===== src/rtl/core/adp_pkg.sv =====
// ----------------------------------------------------------------------------
// adp_pkg
// Shared types, constants and helpers of the ArtDMX frame parser.
// ----------------------------------------------------------------------------
package adp_pkg;

  localparam int ADP_CHANNELS       = 512;
  localparam int ADP_PAYLOAD_OFFSET = 42;
  localparam int ADP_PORT_OFFSET    = 36;

  localparam int POS_W    = 11;
  localparam int CFG_IDX_W = 1;
  localparam int CFG_W    = 16;
  localparam int QDEPTH   = 4;
  localparam int QPTR_W   = 2;
  localparam int QCNT_W   = 3;

  localparam logic [CFG_IDX_W-1:0] CFG_LISTEN_PORT   = 1'd0;
  localparam logic [CFG_IDX_W-1:0] CFG_WANTED_OPCODE = 1'd1;

  localparam logic [15:0] LISTEN_PORT_RST   = 16'd6454;
  localparam logic [15:0] WANTED_OPCODE_RST = 16'h5000;

  localparam int IDENT_LEN = 7;

  localparam logic [POS_W-1:0] OFS_OPCODE_LO  = POS_W'(8);
  localparam logic [POS_W-1:0] OFS_OPCODE_HI  = POS_W'(9);
  localparam logic [POS_W-1:0] OFS_VERSION_HI = POS_W'(10);
  localparam logic [POS_W-1:0] OFS_VERSION_LO = POS_W'(11);
  localparam logic [POS_W-1:0] OFS_SEQUENCE   = POS_W'(12);
  localparam logic [POS_W-1:0] OFS_PHYSICAL   = POS_W'(13);
  localparam logic [POS_W-1:0] OFS_UNIVERSE_LO = POS_W'(14);
  localparam logic [POS_W-1:0] OFS_UNIVERSE_HI = POS_W'(15);
  localparam logic [POS_W-1:0] OFS_LENGTH_HI  = POS_W'(16);
  localparam logic [POS_W-1:0] OFS_LENGTH_LO  = POS_W'(17);
  localparam int               OFS_DATA       = 18;

  localparam logic ITEM_DATA    = 1'b0;
  localparam logic ITEM_SUMMARY = 1'b1;

  typedef struct packed {
    logic [7:0] frame_byte;
    logic       frame_start;
    logic       frame_end;
  } in_item_t;

  typedef struct packed {
    logic        item_kind;
    logic [8:0]  channel_index;
    logic [7:0]  channel_value;
    logic        accepted;
    logic [15:0] universe;
    logic [15:0] data_length;
    logic [7:0]  sequence_res;
    logic [7:0]  physical_port;
    logic [15:0] protocol_version;
    logic        last_of_run;
  } out_item_t;

  typedef struct packed {
    logic        has_data;
    logic        has_sum;
    logic [8:0]  channel_index;
    logic [7:0]  channel_value;
    logic        accepted;
    logic [15:0] universe;
    logic [15:0] data_length;
    logic [7:0]  sequence_res;
    logic [7:0]  physical_port;
    logic [15:0] protocol_version;
  } job_t;

  typedef enum logic {
    BK_DATA,
    BK_SUM
  } back_state_t;

  function automatic logic [7:0] ident_byte(input logic [2:0] idx);
    logic [7:0] b;
    unique case (idx)
      3'd0:    b = 8'h41;
      3'd1:    b = 8'h72;
      3'd2:    b = 8'h74;
      3'd3:    b = 8'h2D;
      3'd4:    b = 8'h4E;
      3'd5:    b = 8'h65;
      3'd6:    b = 8'h74;
      default: b = 8'h00;
    endcase
    return b;
  endfunction

endpackage


===== src/rtl/core/adp_front.sv =====
// ----------------------------------------------------------------------------
// adp_front
// Counts byte positions, captures the header fields, checks the packet and
// pushes one job per byte that causes results.
// ----------------------------------------------------------------------------
module adp_front import adp_pkg::*; #(
  parameter int CHANNELS       = ADP_CHANNELS,
  parameter int PAYLOAD_OFFSET = ADP_PAYLOAD_OFFSET,
  parameter int PORT_OFFSET    = ADP_PORT_OFFSET
) (
  input  logic                 clk,
  input  logic                 rst_n,
  input  logic                 cfg_we,
  input  logic [CFG_IDX_W-1:0] cfg_index,
  input  logic [CFG_W-1:0]     cfg_data,
  input  logic                 in_valid,
  input  in_item_t             in_data,
  output logic                 in_ready,
  input  logic                 q_full,
  output logic                 q_push,
  output job_t                 q_job
);

  localparam int DATA_START = PAYLOAD_OFFSET + OFS_DATA;
  localparam logic [POS_W-1:0] POS_MAX = {POS_W{1'b1}};

  logic [15:0]      listen_port_r;
  logic [15:0]      wanted_opcode_r;
  logic [POS_W-1:0] pos_r;
  logic [15:0]      port_r, opcode_r, version_r, univ_r, len_r;
  logic [7:0]       seq_r, phys_r;
  logic             ident_r;

  logic [POS_W-1:0] p, rel;
  logic [15:0]      port_nxt, opcode_nxt, version_nxt, univ_nxt, len_nxt;
  logic [7:0]       seq_nxt, phys_nxt;
  logic             ident_nxt;
  logic             complete, match, emit_data, accept;
  logic [7:0]       b;

  assign b        = in_data.frame_byte;
  assign in_ready = !q_full;
  assign accept   = in_valid && in_ready;

  always_comb begin
    p           = in_data.frame_start ? '0 : pos_r;
    port_nxt    = in_data.frame_start ? '0 : port_r;
    opcode_nxt  = in_data.frame_start ? '0 : opcode_r;
    version_nxt = in_data.frame_start ? '0 : version_r;
    univ_nxt    = in_data.frame_start ? '0 : univ_r;
    len_nxt     = in_data.frame_start ? '0 : len_r;
    seq_nxt     = in_data.frame_start ? '0 : seq_r;
    phys_nxt    = in_data.frame_start ? '0 : phys_r;
    ident_nxt   = in_data.frame_start ? 1'b1 : ident_r;
    rel         = p - POS_W'(PAYLOAD_OFFSET);

    if (p == POS_W'(PORT_OFFSET)) begin
      port_nxt[15:8] = b;
    end
    if (p == POS_W'(PORT_OFFSET + 1)) begin
      port_nxt[7:0] = b;
    end

    if (p >= POS_W'(PAYLOAD_OFFSET)) begin
      if (rel < POS_W'(IDENT_LEN)) begin
        if (b != ident_byte(rel[2:0])) begin
          ident_nxt = 1'b0;
        end
      end else begin
        unique case (rel)
          OFS_OPCODE_LO:   opcode_nxt[7:0]   = b;
          OFS_OPCODE_HI:   opcode_nxt[15:8]  = b;
          OFS_VERSION_HI:  version_nxt[15:8] = b;
          OFS_VERSION_LO:  version_nxt[7:0]  = b;
          OFS_SEQUENCE:    seq_nxt           = b;
          OFS_PHYSICAL:    phys_nxt          = b;
          OFS_UNIVERSE_LO: univ_nxt[7:0]     = b;
          OFS_UNIVERSE_HI: univ_nxt[15:8]    = b;
          OFS_LENGTH_HI:   len_nxt[15:8]     = b;
          OFS_LENGTH_LO:   len_nxt[7:0]      = b;
          default: begin
          end
        endcase
      end
    end

    complete  = (p >= POS_W'(PAYLOAD_OFFSET + 9)) && (p >= POS_W'(PORT_OFFSET + 1));
    match     = complete && ident_nxt && (port_nxt == listen_port_r) &&
                (opcode_nxt == wanted_opcode_r);
    emit_data = match && (p >= POS_W'(DATA_START)) &&
                ((p - POS_W'(DATA_START)) < POS_W'(CHANNELS));
  end

  always_comb begin
    q_push                 = accept && (emit_data || in_data.frame_end);
    q_job.has_data         = emit_data;
    q_job.has_sum          = in_data.frame_end;
    q_job.channel_index    = 9'(p - POS_W'(DATA_START));
    q_job.channel_value    = b;
    q_job.accepted         = match;
    q_job.universe         = univ_nxt;
    q_job.data_length      = len_nxt;
    q_job.sequence_res     = seq_nxt;
    q_job.physical_port    = phys_nxt;
    q_job.protocol_version = version_nxt;
  end

  always_ff @(posedge clk) begin
    if (!rst_n) begin
      listen_port_r   <= LISTEN_PORT_RST;
      wanted_opcode_r <= WANTED_OPCODE_RST;
    end else if (cfg_we) begin
      unique case (cfg_index)
        CFG_LISTEN_PORT:   listen_port_r   <= cfg_data[15:0];
        CFG_WANTED_OPCODE: wanted_opcode_r <= cfg_data[15:0];
        default: begin
        end
      endcase
    end
  end

  always_ff @(posedge clk) begin
    if (!rst_n) begin
      pos_r     <= '0;
      port_r    <= '0;
      opcode_r  <= '0;
      version_r <= '0;
      univ_r    <= '0;
      len_r     <= '0;
      seq_r     <= '0;
      phys_r    <= '0;
      ident_r   <= 1'b1;
    end else if (accept) begin
      if (in_data.frame_end) begin
        pos_r     <= '0;
        port_r    <= '0;
        opcode_r  <= '0;
        version_r <= '0;
        univ_r    <= '0;
        len_r     <= '0;
        seq_r     <= '0;
        phys_r    <= '0;
        ident_r   <= 1'b1;
      end else begin
        pos_r     <= (p == POS_MAX) ? POS_MAX : p + POS_W'(1);
        port_r    <= port_nxt;
        opcode_r  <= opcode_nxt;
        version_r <= version_nxt;
        univ_r    <= univ_nxt;
        len_r     <= len_nxt;
        seq_r     <= seq_nxt;
        phys_r    <= phys_nxt;
        ident_r   <= ident_nxt;
      end
    end
  end

endmodule


===== src/rtl/core/adp_queue.sv =====
// ----------------------------------------------------------------------------
// adp_queue
// Short first-in first-out queue of jobs between the parser and the emitter.
// ----------------------------------------------------------------------------
module adp_queue import adp_pkg::*; (
  input  logic clk,
  input  logic rst_n,
  input  logic push,
  input  job_t push_job,
  output logic full,
  input  logic pop,
  output logic head_valid,
  output job_t head_job
);

  job_t              mem_r [QDEPTH];
  logic [QPTR_W-1:0] wr_ptr_r, rd_ptr_r;
  logic [QCNT_W-1:0] count_r;
  logic              do_push, do_pop;

  assign full       = (count_r == QCNT_W'(QDEPTH));
  assign head_valid = (count_r != '0);
  assign head_job   = mem_r[rd_ptr_r];
  assign do_push    = push && !full;
  assign do_pop     = pop && head_valid;

  always_ff @(posedge clk) begin
    if (do_push) begin
      mem_r[wr_ptr_r] <= push_job;
    end
  end

  always_ff @(posedge clk) begin
    if (!rst_n) begin
      wr_ptr_r <= '0;
      rd_ptr_r <= '0;
      count_r  <= '0;
    end else begin
      if (do_push) begin
        wr_ptr_r <= wr_ptr_r + QPTR_W'(1);
      end
      if (do_pop) begin
        rd_ptr_r <= rd_ptr_r + QPTR_W'(1);
      end
      unique case ({do_push, do_pop})
        2'b10:   count_r <= count_r + QCNT_W'(1);
        2'b01:   count_r <= count_r - QCNT_W'(1);
        default: count_r <= count_r;
      endcase
    end
  end

endmodule


===== src/rtl/core/adp_back.sv =====
// ----------------------------------------------------------------------------
// adp_back
// Expands each job into its data and summary results and holds them in the
// output register until taken.
// ----------------------------------------------------------------------------
module adp_back import adp_pkg::*; (
  input  logic      clk,
  input  logic      rst_n,
  input  logic      q_valid,
  input  job_t      q_job,
  output logic      q_pop,
  output logic      out_valid,
  input  logic      out_ready,
  output out_item_t out_data
);

  back_state_t state_r, state_nxt;
  logic        out_valid_r;
  out_item_t   out_data_r, cand;
  logic        load, take, send_data;

  assign load      = !out_valid_r || out_ready;
  assign take      = q_valid && load;
  assign send_data = q_job.has_data && (state_r == BK_DATA);

  always_comb begin
    state_nxt = state_r;
    if (take) begin
      if (send_data && q_job.has_sum) begin
        state_nxt = BK_SUM;
      end else begin
        state_nxt = BK_DATA;
      end
    end
  end

  always_comb begin
    cand = '0;
    if (send_data) begin
      cand.item_kind     = ITEM_DATA;
      cand.channel_index = q_job.channel_index;
      cand.channel_value = q_job.channel_value;
      cand.last_of_run   = !q_job.has_sum;
      q_pop              = take && !q_job.has_sum;
    end else begin
      cand.item_kind        = ITEM_SUMMARY;
      cand.accepted         = q_job.accepted;
      cand.universe         = q_job.universe;
      cand.data_length      = q_job.data_length;
      cand.sequence_res     = q_job.sequence_res;
      cand.physical_port    = q_job.physical_port;
      cand.protocol_version = q_job.protocol_version;
      cand.last_of_run      = 1'b1;
      q_pop                 = take;
    end
  end

  always_ff @(posedge clk) begin
    if (!rst_n) begin
      state_r     <= BK_DATA;
      out_valid_r <= 1'b0;
    end else begin
      state_r <= state_nxt;
      if (take) begin
        out_valid_r <= 1'b1;
      end else if (out_ready) begin
        out_valid_r <= 1'b0;
      end
    end
  end

  always_ff @(posedge clk) begin
    if (take) begin
      out_data_r <= cand;
    end
  end

  assign out_valid = out_valid_r;
  assign out_data  = out_data_r;

endmodule


===== src/rtl/core/artdmx_frame_parser_unit.sv =====
// ----------------------------------------------------------------------------
// artdmx_frame_parser_unit
// ArtDMX packet parser for a received Ethernet/IPv4/UDP byte stream.
// ----------------------------------------------------------------------------
// The unit takes one frame byte per clock and keeps taking one per clock as
// long as its four-entry job queue has room. A byte inside the DMX data window
// of a matching packet yields one channel result, and the byte flagged as
// frame end yields a summary result. Results leave through a registered
// output at one per clock while the output is not stalled, so a frame-end
// byte that also carries a channel yields its two results in turn; the job
// queue absorbs the delay. Configuration writes take effect on the next
// clock and should only be made while no frame is in progress.
module artdmx_frame_parser_unit import adp_pkg::*; #(
  parameter int CHANNELS       = ADP_CHANNELS,
  parameter int PAYLOAD_OFFSET = ADP_PAYLOAD_OFFSET,
  parameter int PORT_OFFSET    = ADP_PORT_OFFSET
) (
  input  logic                 clk,
  input  logic                 rst_n,
  input  logic                 cfg_we,
  input  logic [CFG_IDX_W-1:0] cfg_index,
  input  logic [CFG_W-1:0]     cfg_data,
  input  logic                 in_valid,
  output logic                 in_ready,
  input  in_item_t             in_data,
  output logic                 out_valid,
  input  logic                 out_ready,
  output out_item_t            out_data
);

  logic q_full, q_push, q_pop, q_valid;
  job_t push_job, head_job;

  adp_front #(
    .CHANNELS       (CHANNELS),
    .PAYLOAD_OFFSET (PAYLOAD_OFFSET),
    .PORT_OFFSET    (PORT_OFFSET)
  ) u_front (
    .clk       (clk),
    .rst_n     (rst_n),
    .cfg_we    (cfg_we),
    .cfg_index (cfg_index),
    .cfg_data  (cfg_data),
    .in_valid  (in_valid),
    .in_data   (in_data),
    .in_ready  (in_ready),
    .q_full    (q_full),
    .q_push    (q_push),
    .q_job     (push_job)
  );

  adp_queue u_queue (
    .clk        (clk),
    .rst_n      (rst_n),
    .push       (q_push),
    .push_job   (push_job),
    .full       (q_full),
    .pop        (q_pop),
    .head_valid (q_valid),
    .head_job   (head_job)
  );

  adp_back u_back (
    .clk       (clk),
    .rst_n     (rst_n),
    .q_valid   (q_valid),
    .q_job     (head_job),
    .q_pop     (q_pop),
    .out_valid (out_valid),
    .out_ready (out_ready),
    .out_data  (out_data)
  );

endmodule


===== config.mk =====
export PLATFORM = sky130hd
export DESIGN_NAME = artdmx_frame_parser_unit
export DESIGN_NICKNAME = d
export VERILOG_FILES = /design/src/rtl/core/adp_pkg.sv /design/src/rtl/core/adp_front.sv /design/src/rtl/core/adp_queue.sv /design/src/rtl/core/adp_back.sv /design/src/rtl/core/artdmx_frame_parser_unit.sv
export SDC_FILE = /design/constraint.sdc
export NUM_CORES = 1
export LEC_CHECK = 0
export ABC_CLOCK_PERIOD_IN_PS = 11950
export BUFFER_PORTS_ARGS = -buffer_cell sky130_fd_sc_hd__buf_2
export CORE_UTILIZATION = 45
export CTS_CLUSTER_DIAMETER = 100
export CTS_CLUSTER_SIZE = 8
export DETAILED_ROUTE_END_ITERATION = 10
export PLACE_DENSITY = 0.7
export SYNTH_ARGS = -nofsm -noshare
export SYNTH_HDL_FRONTEND = slang
export SYNTH_SLANG_ARGS = --single-unit

===== constraint.sdc =====
create_clock -name clk -period 11.95 [get_ports clk]
set_input_delay 1.195 -clock clk [delete_from_list [all_inputs] [get_ports clk]]
set_output_delay 1.195 -clock clk [all_outputs]
set_load 0.03 [all_outputs]

==> results of run 1 <==
==> per-layer routing <==
metal  vias to the layer above  share of wire (%)  GRT usage (%)
li1                       7011                  -              -
met2                       561                 48           32.5
met5                         -                  0              0
met3                       100                6.8           4.17
met4                         0                2.9           8.04
met1                      7681                 43           27.3
==> worst min path at each step <==
stage,end,slack (ns)
6_report,u_front.version_r[10],0.46
3_3_place_gp,u_front.version_r[0],0.45
5_1_grt,u_front.seq_r[3],0.48
2_1_floorplan,u_front.seq_r[3],0.44
4_1_cts,u_front.version_r[5],0.47
3_5_place_dp,u_front.version_r[5],0.46
==> critical path, cell delays in order <==
cell and delay (ns):
buf_2 0.08, buf_4 0.59, nor2b_1 0.25, inv_1 0.16
ha_1 0.27, and2b_1 0.26, o31ai_2 0.34, nand3_2 0.41
nor4_4 0.69, mux2i_1 0.24, a2111o_1 0.51, or4_1 0.80
a211oi_4 0.88, buf_4 0.93
==> power by group <==
group	total (W)	internal (W)	switching [W]
clock network	0.00213	0.00131	0.000823
logic	0.00133	0.000458	0.000868
registers	0.00254	0.00246	0.0000799
total	0.00600	0.00423	0.00177
==> cells in the final DEF (no fill, tap or decap), types with 6 or more instances in the layout <==
cell type	Yosys	routed
a21boi_0	41	41
a21oi_1	26	25
a22o_1	11	11
a22oi_1	81	81
a31o_2	15	15
a31oi_1	7	7
and2_1	37	37
and3_1	23	23
buf_2	9	116
buf_4	0	26
clkbuf_1	102	58
clkbuf_16	0	84
dfxtp_1	151	149
edfxtp_1	420	420
ha_1	14	14
inv_1	49	48
mux2_2	14	14
mux2i_1	23	23
mux4_2	84	84
nand2_1	196	195
nand2b_1	17	17
nand3_1	26	26
nand4_1	15	15
nor2_1	28	27
nor2b_1	178	177
nor3_1	14	14
nor3b_1	7	7
nor4_1	17	13
o211ai_1	11	11
o21ai_0	57	57
o21ai_1	6	6
xnor2_1	27	27
xor2_1	16	16
==> registers in the layout (all words and copies together) (netlist names), 3 cells and up, named ones only <==
register / count
u_front.listen_port_r: 16
u_front.univ_r: 16
u_back.out_data: 84
u_front.len_r: 16
u_front.phys_r: 8
u_front.pos_r: 11
u_front.seq_r: 8
u_front.port_r: 16
u_queue.mem_r: 336
u_front.opcode_r: 16
u_front.wanted_opcode_r: 16
u_queue.count_r: 3
u_front.version_r: 16
==> cell type report <==
cell class | instances | share of cell area [%]
sequential | 571 | 55.5
multi-input combinational | 1077 | 29.5
clock buffer | 142 | 8.23
tap | 696 | 3.09
timing repair buffer | 142 | 2.75
inverter | 50 | 0.666
clock inverter | 5 | 0.271
==> through the flow <==
stage / instance area (sq um) / total power, W / std cells / setup WS (ns) / utilization [%]
2_1_floorplan: 24500 / 0.00358 / 1825 / 2.48 / -
3_3_place_gp: 25800 / 0.00391 / 2536 / 3.95 / 47.9
3_5_place_dp: 25800 / 0.00393 / 2536 / 3.86 / 47.9
4_1_cts: 28200 / 0.00607 / 2683 / 4.50 / 52.4
5_1_grt: 28200 / 0.00625 / 2683 / 4.09 / 52.4
6_report: 28200 / 0.00600 / 2683 / 4.42 / 52.4
==> cells by family (layout without fill, tap and decap cells) <==
group           count (synthesis)  in the layout
simple gates                  585            585
flops                         571            571
compound gates                313            313
buf+inv                       177            339
mux                           121            121
xor+xnor                       43             43
fa+ha+maj                      15             15
==> summary.md, run 1 <==
| Metric | Value |
|---|---|
| DP Wirelength | `33000 um` |
| CTS root buf | `clkbuf_16` |
| Die Span X | `236 um` |
| Total area of sequential cells | `15600 sq um` |
| Synth Flop Type | `edfxtp_1` |
| Largest family of logic cells by synthesized area | `simple AND/OR/NAND/NOR gates` |
| Yosys warnings | `0` |
| Number of I/O port buffers | `117` |
| Post-Synthesis Cells | `1825` |
| Layout cell share with drive strength beyond 1 | `18.7%` |
| Cell depth of the worst hold path | `2` |
| Adder-cell share of the synthesized area | `0.795%` |
| Grt total ovfl | `0` |
| CP Data Required Time | `12.17 ns` |
| Min cycle time layout | `7.53 ns` |
| Area of the multi-input gates | `8310 sq um` |
| Post-synthesis area per instance | `13.4 sq um` |
| Global-route wire length before repair | `87800 um` |
| Final Hold Violating Endpoints | `0` |
| # setup viols final | `0` |
| TNS Setup | `0 ns` |
| Fillers | `4471` |
| Synth top area share | `51.4%` |
| Reg-to-Reg End | `u_queue.mem_r[1][52]` |
| Worst Hold Margin | `0.465 ns` |
| NumNets Final | `1970` |
| CTS H-tree lvls | `3` |
| Hold Path Class | `reg2reg` |
| Avg WL per Cell | `20.8 um` |
| CTS Buf Count | `81` |
| Critical Path Start | `in_data[1]` |
| CTS tree | `yes` |
| Post-synthesis cell type count | `76` |
| GP Congestion | `0.896` |
| Clock latency on the worst-skew pair | `0.62 ns` |
| DRT antenna net count | `0` |
| Setup crit start kind | `input pin` |
| Post-route clock skew | `0.0189 ns` |
| Post-synthesis xor/xnor area fraction | `1.53%` |
| DRC viols | `0` |
| Worst reg2reg setup slack | `4.97 ns` |
| Period utilization | `63.0%` |
| Mapped Area | `24500 sq um` |
| Unrepaired setup endpoints after global routing | `false` |
| Synth cell count leaders | `edfxtp_1 (420), nand2_1 (196), nor2b_1 (178)` |
| Site Rows | `85` |
| Max_cap viols | `0` |
| Slew headroom | `23.8%` |
| # clock sinks | `571` |
| Syn Nets | `1872` |
| CTS Hold Bufs | `0` |
| Final Max Slew Viols | `0` |
| Layout overhead on the synthesized area | `14.8%` |
| Vias in the first global route | `15300` |
| PD cells | `213 nW/um^2` |
| Worst slew pin tran | `1.13 ns` |
| Clk slew on worst S/H paths | `0.05 ns` |
| Largest net degree at the start of global routing | `102` |
| Maximum clock insertion buffer count | `3` |
| Crit path max fanout | `68` |
| Leakage | `9.64 nW` |
| Number of top-level pins | `118` |
| VDD IR-drop max | `0.172 mV` |
| Initial antenna violation count | `0` |
| Status | `completed` |
| DR iter-0 viols | `1300` |
| CTS resizes | `0` |
| Setup crit end | `u_queue.mem_r[1][52]` |
| Synth Area in Simple Gates | `12.8%` |
| Mux share of post-synthesis cell area | `9.29%` |
| Antenna fix cells | `0` |
| GR Util All Layers | `20.3%` |
| Compound-Gate Fraction of Synth Area | `9.11%` |
| Top post-synthesis cells by area | `edfxtp_1 (51%), dfxtp_1 (12%), mux4_2 (7.7%)` |
| Async SR Flop Fraction | `0%` |
| Hold_sp | `u_front.version_r[10]` |
| Crit path arrival time | `7.74 ns` |
| Initial Util | `45.6%` |
| Cell taking the most area after synthesis | `edfxtp_1` |
| Reg2reg start | `u_front.pos_r[2]` |
| Worst Setup End Kind | `register` |
| Count leader, synth | `edfxtp_1` |
| Total wire length | `55900 um` |
| Sequential share of the synthesized area | `63.7%` |
| Via count | `15400` |
| Die Span Y | `236 um` |
| Setup CP Type | `in2reg` |
| Core area | `53800 sq um` |
| EDFF count, synth | `420` |
| Reg2reg path depth | `14` |
| Pre-antenna DRT Iters | `5` |
| Post-CTS Setup Bufs | `0` |
| Flops & latches, synth | `571` |
| F_max | `0.133 GHz` |
| Vias per Instance | `5.72` |
| Die area | `55500 sq um` |
Note: power is estimated with default switching activity, not from simulation.
==> run 2: changes to the inputs <==
- ABC_CLOCK_PERIOD_IN_PS: 11950 -> 7200
- clock period: 11.95 -> 7.2 ns (I/O delays scaled with it)
==> run 2 against run 1 <==
Compared with the run above: die area stayed put; critical path depth decreased by 1; via count down 0.20%; combinational power increased by 66%; setup slack got worse by 3.5 ns; cell count up 0.45%; sequential cell count unchanged; sequential power increased by 67%.
==> summary.md, run 2 (synthesis results as in run 1) <==
| Metric | Value |
|---|---|
| Sw Share | `29.3% (was 29.5%)` |
| Post-CTS Setup Bufs | `0 (unchanged)` |
| Layout cell share with drive strength beyond 1 | `19.4% (was 18.7%)` |
| Initial antenna violation count | `1 (was 0)` |
| GP Congestion | `0.894 (was 0.896)` |
| VDD IR-drop max | `0.279 mV (was 0.172 mV)` |
| Gate power share | `22.1% (about the same)` |
| Status | `completed (unchanged)` |
| CP max stage cell | `a211oi_4 (was buf_4)` |
| # clock sinks | `571 (unchanged)` |
| Total wire length | `57400 um (was 55900 um)` |
| Final Max Slew Viols | `0 (unchanged)` |
| CTS Buf Count | `81 (unchanged)` |
| Number of top-level pins | `118 (unchanged)` |
| CTS root buf | `clkbuf_16 (unchanged)` |
| Leakage | `9.75 nW (was 9.64 nW)` |
| Global-route wire length before repair | `89000 um (was 87800 um)` |
| CTS resizes | `0 (unchanged)` |
| Avg WL per Cell | `21.3 um (was 20.8 um)` |
| Largest Register | `u_queue.mem_r (unchanged)` |
| Vias in the first global route | `15400 (was 15300)` |
| Hold Path Class | `in2reg (was reg2reg)` |
| CTS Hold Bufs | `0 (unchanged)` |
| Unrepaired setup endpoints after global routing | `false (unchanged)` |
| Setup CP Type | `reg2reg (was in2reg)` |
| Site Rows | `85 (unchanged)` |
| Util after Layout | `52.8% (was 52.4%)` |
| Worst slew pin tran | `1.12 ns (was 1.13 ns)` |
| NumNets Final | `1982 (was 1970)` |
| Fillers | `4416 (was 4471)` |
| CP Data Required Time | `7.47 ns (was 12.17 ns)` |
| Crit path max-delay family | `simple AND/OR/NAND/NOR gates (unchanged)` |
| Via count | `15300 (was 15400)` |
| Largest register FFs | `336 (unchanged)` |
| Clk slew on worst S/H paths | `0.05 ns (about the same)` |
| CTS H-tree lvls | `3 (unchanged)` |
| Seq pwr share | `42.2% (was 42.4%)` |
| Internal | `0.00709 W (was 0.00423 W)` |
| Period utilization | `87.0%` |
| Die Span X | `236 um (unchanged)` |
| Initial Util | `45.6% (unchanged)` |
| Crit-path cells | `nor2b_1 > inv_1 > ha_1 > and2b_1 > o21ai_1 > a31o_1 > nor3_4 > nor4_1 > or4_1 > a2111o_1 > or4_1 > a211oi_4 > buf_12 (was buf_2 > buf_4 > nor2b_1 > inv_1 > ha_1 > and2b_1 > o31ai_2 > nand3_2 > nor4_4 > mux2i_1 > a2111o_1 > or4_1 > a211oi_4 > buf_4)` |
| Post-route clock skew | `0.0373 ns (was 0.0189 ns)` |
| Worst path most repeated cell | `or4_1 (was buf_4)` |
| Post-DP Area | `26000 sq um (was 25800 sq um)` |
| Vias per Instance | `5.69 (was 5.72)` |
| Net Switching | `0.00293 W (was 0.00177 W)` |
| Crit path max fanout | `25 (was 68)` |
| Final Cell Area | `28400 sq um (was 28200 sq um)` |
| Buf/Inv on CP | `2 (was 4)` |
| Max_cap viols | `0 (unchanged)` |
| Number of I/O port buffers | `117 (unchanged)` |
| Final Hold Violating Endpoints | `0 (unchanged)` |
| Die Span Y | `236 um (unchanged)` |
| Min cycle time layout | `6.27 ns` |
| Die area | `55500 sq um (unchanged)` |
| DP Wirelength | `36100 um (was 33000 um)` |
| Layout overhead on the synthesized area | `15.8% (was 14.8%)` |
| Most common library cell in the layout ignoring fill and taps | `edfxtp_1 (unchanged)` |
| DRC viols | `0 (unchanged)` |
| Power share of the clock group | `35.7% (was 35.5%)` |
| CTS tree | `yes (unchanged)` |
| Worst path max stage delay | `0.96 ns (was 0.93 ns)` |
| Slew headroom | `25.0% (was 23.8%)` |
| PD cells | `353 nW/um^2 (was 213 nW/um^2)` |
| Setup crit start kind | `register (was input pin)` |
| Maximum clock insertion buffer count | `3 (unchanged)` |
| TNS Setup | `0 ns (unchanged)` |
| GR Util All Layers | `20.8% (was 20.3%)` |
| Worst Setup End Kind | `register (unchanged)` |
| Core area | `53800 sq um (unchanged)` |
| Pre-antenna DRT Iters | `6 (was 5)` |
| Clock latency on the worst-skew pair | `0.61 ns (was 0.62 ns)` |
| DR iter-0 viols | `1346 (was 1300)` |
| Largest net degree at the start of global routing | `88 (was 102)` |
| Grt total ovfl | `0 (unchanged)` |
| Crit path arrival time | `6.54 ns (was 7.74 ns)` |
| # setup viols final | `0 (unchanged)` |
| DRT antenna net count | `0 (unchanged)` |
| Most frequent cells in the layout | `edfxtp_1 (420), nand2_1 (195), nor2b_1 (177), dfxtp_1 (149), buf_2 (116) (unchanged)` |
| F_max | `0.160 GHz` |
## run 2: per-layer routing
| layer | GRT usage (%) | part of all wire, % | vias up |
|---|---|---|---|
| met5 | 0 | 0.016 | - |
| met4 | 6.89 | 2.2 | 2 |
| met3 | 3.95 | 6.5 | 100 |
| met2 | 33.9 | 48 | 544 |
| met1 | 28.1 | 43 | 7626 |
| li1 | - | - | 7051 |
## run 2: worst paths after layout
check | from | depth (start not counted) | end | slack, ns
max | u_front.pos_r[2] | 13 | u_queue.mem_r[1][55] | 0.93
min | cfg_data[12] | 3 | u_front.listen_port_r[12] | 0.38
max reg2reg | u_front.pos_r[2] | 13 | u_queue.mem_r[1][55] | 0.93
min reg2reg | u_front.version_r[6] | 2 | u_front.version_r[6] | 0.46
## run 2: final cells by class
class	instances	area, sq um	area share (%)
diodes	1	2.50	0.00881
clock inverters	2	13.8	0.0484
flip-flops and latches	571	15600	55.1
inverters	50	188	0.661
multi-input cells	1077	8330	29.3
clock buffers	144	2400	8.45
well taps	696	871	3.06
repair buffers	154	966	3.40
## run 2: through the flow
step	hold WS, ns	cells	setup slack [ns]	total power (W)
after floorplan	0.441	1825	0.00118	0.00595
after global placement	0.450	2548	0.893	0.00650
after detailed placement	0.457	2548	0.748	0.00655
after CTS	0.340	2694	0.966	0.0101
after global routing	0.359	2694	0.587	0.0104
final	0.376	2695	0.933	0.0100
## run 2: power by group through the flow
stage                     Sequential, W  Combinational [W]  Clock [W]
after global routing            0.00427            0.00237    0.00380
after global placement          0.00428            0.00222          0
final                           0.00423            0.00221    0.00357
after CTS                       0.00424            0.00226    0.00365
after detailed placement        0.00430            0.00225          0
after floorplan                 0.00483            0.00112          0
## run 2: worst reg2reg max path: cells and delay by family (launching register included)
family / cells / cell delay (ns)
and+or+nand+nor: 6 / 2.84
buffers and inverters: 2 / 0.45
DFF: 1 / 0.60
AOI/OAI and AO/OA: 4 / 1.74
adders and majority gates: 1 / 0.28
